[src/design/hcl_pkg.sv]
// Shared constants, fixed-point helpers and table generators for the HCL to sRGB converter.
package hcl_pkg;

  localparam int FRAC_BITS_DEF  = 16;
  localparam int GAMMA_BITS_DEF = 10;
  // Integer bits above the fraction, sign included; the linear RGB sums stay within +-64.
  localparam int INT_BITS       = 8;
  localparam int SIN_LAT        = 16;
  localparam int SIN_STEPS      = 6;

  // Constants in Q30.
  localparam longint K_0_61     = 654982185;
  localparam longint K_0_09     = 96636764;
  localparam longint K_0_311    = 333933707;
  localparam longint K_0_125    = 134217728;
  localparam longint K_25_29    = 925639503;
  localparam longint K_4_29     = 148102321;
  localparam longint K_6_29     = 222153481;
  localparam longint K_108_841  = 137888367;
  localparam longint K_0_2      = 214748365;
  localparam longint K_XN       = 1035312604;
  localparam longint K_ZN       = 886041016;
  localparam longint K_0_001    = 1073742;
  localparam longint K_LIN_THR  = 3361671;
  localparam longint K_12_92    = 64'd13872744366;
  localparam longint K_1_055    = 1132797624;
  localparam longint K_0_055    = 59055800;
  localparam longint K_HALF_PI  = 1686629713;
  localparam logic [31:0] K_SIXTH_TURN = 32'd715827883;
  localparam logic [31:0] QUARTER_TURN = 32'h4000_0000;

  localparam longint RGB_MAT [3][3] = '{
    '{ 64'sd3479567755, -64'sd1650555932,  -64'sd535367673},
    '{-64'sd1040348453,  64'sd2014124913,    64'sd44560286},
    '{   64'sd59807420,  -64'sd219043332,  64'sd1134945108}
  };

  // Divisors of the nested Taylor form of the quarter-wave sine.
  localparam longint SIN_DIVS [SIN_STEPS] = '{156, 110, 72, 42, 20, 6};

  // Shift right with rounding half toward plus infinity.
  function automatic longint rshr(longint v, int s);
    return (v + (longint'(1) <<< (s - 1))) >>> s;
  endfunction

  function automatic longint mulc(longint a, longint c30);
    return rshr(a * c30, 30);
  endfunction

  function automatic longint mulf(longint a, longint b, int f);
    return rshr(a * b, f);
  endfunction

  function automatic longint cf(longint c30, int f);
    return rshr(c30, 30 - f);
  endfunction

  function automatic longint unsigned isqrt64(longint unsigned n);
    longint unsigned r;
    longint unsigned b;
    longint unsigned m;
    r = 0;
    b = 64'd1 << 62;
    m = n;
    while (b > m) b = b >> 2;
    while (b != 0) begin
      if (m >= r + b) begin
        m = m - (r + b);
        r = (r >> 1) + b;
      end else begin
        r = r >> 1;
      end
      b = b >> 2;
    end
    return r;
  endfunction

  function automatic longint unsigned icbrt64(longint unsigned n);
    longint unsigned lo;
    longint unsigned hi;
    longint unsigned mid;
    lo = 0;
    hi = 64'd1 << 21;
    while (lo < hi) begin
      mid = (lo + hi + 1) >> 1;
      if (mid * mid * mid <= n) lo = mid;
      else hi = mid - 1;
    end
    return lo;
  endfunction

  // Gamma curve sample i of 2^g, in f fraction bits; evaluated at elaboration only.
  function automatic longint gamma_entry(longint unsigned i, int f, int g);
    longint unsigned v30;
    longint unsigned v20;
    longint unsigned q;
    longint unsigned e;
    longint unsigned p;
    longint g30;
    v30 = i << (30 - g);
    if (v30 <= longint'(K_LIN_THR))
      return rshr(longint'((v30 * K_12_92) >> 30), 30 - f);
    v20 = i << (20 - g);
    q = isqrt64(isqrt64(v20 << 20) << 20);
    e = isqrt64(icbrt64(v20 << 40) << 20);
    p = (q * e) >> 20;
    g30 = longint'((p * K_1_055) >> 20) - K_0_055;
    return rshr(g30, 30 - f);
  endfunction

endpackage

[src/design/hcl_finv.sv]
// Inverse Lab cube function for one channel, followed by the white point scale when SCALED is set.
module hcl_finv import hcl_pkg::*; #(
  parameter int     FRAC_BITS = FRAC_BITS_DEF,
  parameter bit     SCALED    = 1'b1,
  parameter longint SCALE     = K_XN
) (
  input  logic                                 clk,
  input  logic                                 en,
  input  logic signed [FRAC_BITS+INT_BITS-1:0] t,
  output logic signed [FRAC_BITS+INT_BITS-1:0] f_out
);

  localparam int W = FRAC_BITS + INT_BITS;
  localparam logic signed [W-1:0] C4 = W'(cf(K_4_29, FRAC_BITS));
  localparam logic signed [W-1:0] C6 = W'(cf(K_6_29, FRAC_BITS));

  logic signed [W-1:0] sq;
  logic signed [W-1:0] lin;
  logic signed [W-1:0] t1;
  logic                sel;
  logic signed [W-1:0] fv;

  always_ff @(posedge clk) begin
    if (en) begin
      sq    <= W'(mulf(longint'(t), longint'(t), FRAC_BITS));
      lin   <= W'(mulc(longint'(t - C4), K_108_841));
      sel   <= t > C6;
      t1    <= t;
      fv    <= sel ? W'(mulf(longint'(sq), longint'(t1), FRAC_BITS)) : lin;
      f_out <= SCALED ? W'(mulc(longint'(fv), SCALE)) : fv;
    end
  end

endmodule

[config.mk]
export PLATFORM = sky130hd
export DESIGN_NAME = hcl_finv
export DESIGN_NICKNAME = d
export VERILOG_FILES = /design/src/design/hcl_pkg.sv /design/src/design/hcl_finv.sv
export SDC_FILE = /design/constraint.sdc
export NUM_CORES = 2
export LEC_CHECK = 0
export BUFFER_PORTS_ARGS = -buffer_cell sky130_fd_sc_hd__buf_2
export CORE_MARGIN = 2
export CORE_UTILIZATION = 65
export CTS_CLUSTER_DIAMETER = 40
export DETAILED_ROUTE_END_ITERATION = 10
export PLACE_DENSITY = 0.82
export SKIP_CTS_REPAIR_TIMING = 1
export SYNTH_ARGS = -nofsm -noshare
export SYNTH_HDL_FRONTEND = slang
export SYNTH_SLANG_ARGS = --single-unit
[constraint.sdc]
create_clock -name clk -period 29.4 [get_ports clk]
set_input_delay 5.88 -clock clk [delete_from_list [all_inputs] [get_ports clk]]
set_output_delay 5.88 -clock clk [all_outputs]
set_load 0.02 [all_outputs]
### Word-level counts from Yosys, hierarchy flattened

Cells that the tools add are included.

* register bits after elaboration: 121
* input port bits: 26
* output and inout port bits: 24
* logic and storage cells: 17

* $add $sub $neg: 5
* multipliers: 4
* magnitude comparators: 1
* mux-type cells: 1

Operator list (number)
* $add A54 B31 Y54 const B: 2
* $add A40 B17 Y40 const B: 2
* $mul A24 B24 Y40: 2
* $mul A25 B29 Y54 const B: 1
* $mul A24 B29 Y52 const B: 1
* $sub A24 B15 Y25 const B: 1
* $gt A24 B15 Y1 const B: 1
* $mux W24: 1

### Depth between registers and ports, before layout

* depth after elaboration: 3
* mapped depth: 38

### Worst setup path after synthesis

Ideal clock, no wire load.

* kind: input to register
* start point: input t[0]
* end point: register lin[16] (data pin)
* data arrival time: 13.731 ns
* path slack: 15.403 ns
* stages on the path: 34
* buffers on the path: 0
* path through: ha_1 > nand3_1 > nor3b_1 > inv_1 > a21oi_1 > nor3_1 > or3_1 > o21ai_0 > nor3b_1 > xnor2_1 > inv_1 > fa_1 > inv_1 > ha_1 > fa_1 > inv_1 > fa_1 > fa_1 > inv_1 > fa_1 > fa_1 > ha_1 > a21oi_1 > o21ai_0 > a211oi_1 > o22ai_1 > a41oi_1 > a21oi_1 > o21ai_0 > o21ai_0 > a21oi_1 > o21ba_2 > o21ai_0 > xor2_1

* longest elaborated chain between the ends: 3

RTL lines
* from (decl): RTL line hcl_finv.sv:9 `input logic signed [FRAC_BITS+INT_BITS-1:0] t,`
* $sub A24 B15 Y25: RTL line hcl_finv.sv:26 `lin <= W'(mulc(longint'(t - C4), K_108_841));`
* $mul A25 B29 Y54: RTL line hcl_pkg.sv:47 `return rshr(a * c30, 30);`
* $add A54 B31 Y54: RTL line hcl_pkg.sv:43 `return (v + (longint'(1) <<< (s - 1))) >>> s;`
* to (signal assigned): RTL line hcl_finv.sv:26
* to (decl): RTL line hcl_finv.sv:18 `logic signed [W-1:0] lin;`

No other way between the ends.
A chain may end at the register's enable or synchronous reset.

### Final worst setup path

* start point: input t[1]
* end point: register lin[16] (data pin)

The elaborated chain is that of the path after synthesis.

==> reports/metrics.cfg <==
[critical_path]
cp_common_cell = fa_1
required_ns = 29.60
max_stage_delay_ns = 0.82
worstSetupEndpointType = register
crit_type = in2reg
start_kind = input port
cp_slowest_cell = xnor2_1
crit_fanout = 27
crit_arrival_ns = 15.72

[run_status]
outcome = finished clean

[sta]
rsz0062_at_grt = false
setup_violations = 0
max_freq_ghz = 0.0644
fin_skew_ns = 0.0118
tightestPinTransition_ns = 1.18
finalSetupTns_ns = 0
report.final.slew_viol_count = 0
max_slew_margin = 0.206
min_period_ns = 15.52
hold_viol_final = 0
fin_crit_sh = 0.528

[die]
die_x_um = 308
core.rowCount = 111
die-area_um2 = 94600
ios = 50
fp.dieH_um = 308
start_util = 0.655
core_um2 = 91500

[final_layout]
fin_nets = 8284
drive_gt1_frac = 0.0327
syn2layout_area_growth_pct = 3.62
num-fill-cells = 6776

[logic_synthesis]
synthMostInstantiatedCell = inv_1
synth_seq_area_share = 0.0606
synth_edf_count = 121
yosys_warnings = 0
syn_area_per_cell_um2 = 9.91
synth_top_area_frac = 0.492
synth.area.top_cells = fa_1 49%, ha_1 16%, inv_1 11%
syn_area_um2 = 59900
syn_inst = 6049
synth_top_cell_by_area = fa_1
yosys_register_bits = 121
ys.flop_type = edfxtp_1
synth.net_count = 8321
ys_async_sr_fraction = 0
synthTopCellsByCount = 1809 x inv_1, 1474 x fa_1, 772 x ha_1, 547 x nand2_1, 303 x and2_1
ys_types = 78

[placed_design]
dp.final_hpwl_um = 123000
gp_congestion = 1.01
io_buffers = 49

[worst_hold_path]
hold_path_class = reg2reg

[global_routing]
grt_max_degree = 69
grt_pass1_wl_um = 241000
grt_pass1_vias = 46200
overflow = 0
antenna_found_initial = 5
track_usage = 0.330

[clock_tree]
path_clk_slew_ns = 0.06
worstSkewPairLatency_ns = 0.47
cts_tree = done
clock_path_buffers = 2
htreeDepth = 4
numCtsBuffers = 17
cts.sinks = 121
clockRootBuffer = clkbuf_16

[routing]
ant_nets = 0
dr.pass1.iters = 6
vias = 40700
drc = 0
routedWlPerCell_um = 20.1
routed_wl_um = 145000
vias_per_cell = 5.64
drt_iter0_drc = 3058

[flow_run]
drv_cap = 0

[per-layer routing]
| layer | global-route usage | vias up | wire (µm) |
|---|---|---|---|
| li1 | - | 17700 | - |
| met1 | 0.430 | 20800 | 56100 |
| met2 | 0.558 | 1736 | 71100 |
| met3 | 0.0473 | 410 | 10900 |
| met4 | 0.140 | 8 | 7140 |
| met5 | 0 | - | 53 |
[final timing paths]
| kind | start | end | slack (ns) | depth (start not counted) |
|---|---|---|---|---|
| min reg2reg | lin[21] | fv[21] | 0.56 | 1 |
| max | t[1] | lin[16] | 13.88 | 35 |
| max reg2reg | fv[4] | f_out[23] | 20.55 | 23 |
| min | lin[21] | fv[21] | 0.56 | 1 |
[metrics by stage]
stage	setup WS, ns	area, µm²	utilization	hold WS (ns)	std cells
2_1_floorplan	15.40	59900	-	0.525	6049
3_3_place_gp	13.72	61500	0.672	0.535	7179
3_5_place_dp	13.56	61500	0.672	0.537	7179
4_1_cts	13.98	62100	0.678	0.555	7211
5_1_grt	13.21	62100	0.678	0.568	7211
6_report	13.88	62100	0.678	0.556	7212
[kinds of logic (layout without fill, tap and decap cells)]
family	count (synthesis)	after routing	synth area share
AND/OR/NAND/NOR	1156	1156	0.0937
flip-flops	121	121	0.0606
other	0	1	0
adder cells (fa/ha/maj)	2246	2246	0.654
AO/OA/AOI/OAI	342	342	0.0372
XOR/XNOR	175	175	0.0256
multiplexers	28	28	0.00518
buffers and inverters	1981	1957	0.124
[critical path, delay by kind of cell]
family                   cells  cell delay [ns]
adder cells (fa/ha/maj)      9             3.82
AO/OA/AOI/OAI               13             2.96
AND/OR/NAND/NOR              5             1.05
buffers and inverters        6             1.01
XOR/XNOR                     2             1.00
[layout make-up]
class | count | area (µm²) | share of cell area
Tap cell | 1186 | 1480 | 0.0239
Clock inverter | 14 | 163 | 0.00262
Multi-Input combinational cell | 3947 | 48900 | 0.787
Clock buffer | 18 | 429 | 0.00691
Sequential cell | 121 | 3630 | 0.0585
Timing Repair Buffer | 111 | 713 | 0.0115
Antenna cell | 1 | 2.50 | 0.0000403
Inverter | 1814 | 6810 | 0.110
[registers in the layout (all words and copies together), names as in the netlist]
signal  flops
t1         24
sq         24
sel         1
lin        24
fv         24
f_out      24
[layout by cell type (no fill, tap or decap), types with 5 or more instances in the layout]
master	count
xnor2_1	126
a21o_1	46
edfxtp_1	121
nor3_1	28
and3_1	15
and4_1	5
nor2_1	110
o21bai_1	8
buf_4	63
mux2_2	24
a21oi_1	103
inv_6	6
inv_1	1809
o21a_1	19
or3_1	5
o211ai_1	12
and2_1	303
buf_2	48
a211oi_1	16
xor2_1	48
fa_1	1474
o21ai_0	61
nand2_1	547
nor2b_1	21
ha_1	772
o31ai_1	8
nand2b_1	33
or2_2	9
a31oi_1	14
clkbuf_16	17
nand4_1	24
nand3_1	29
Power is not shown: default switching activity piles up to over one toggle a cycle in this logic, so the estimate is an artifact.
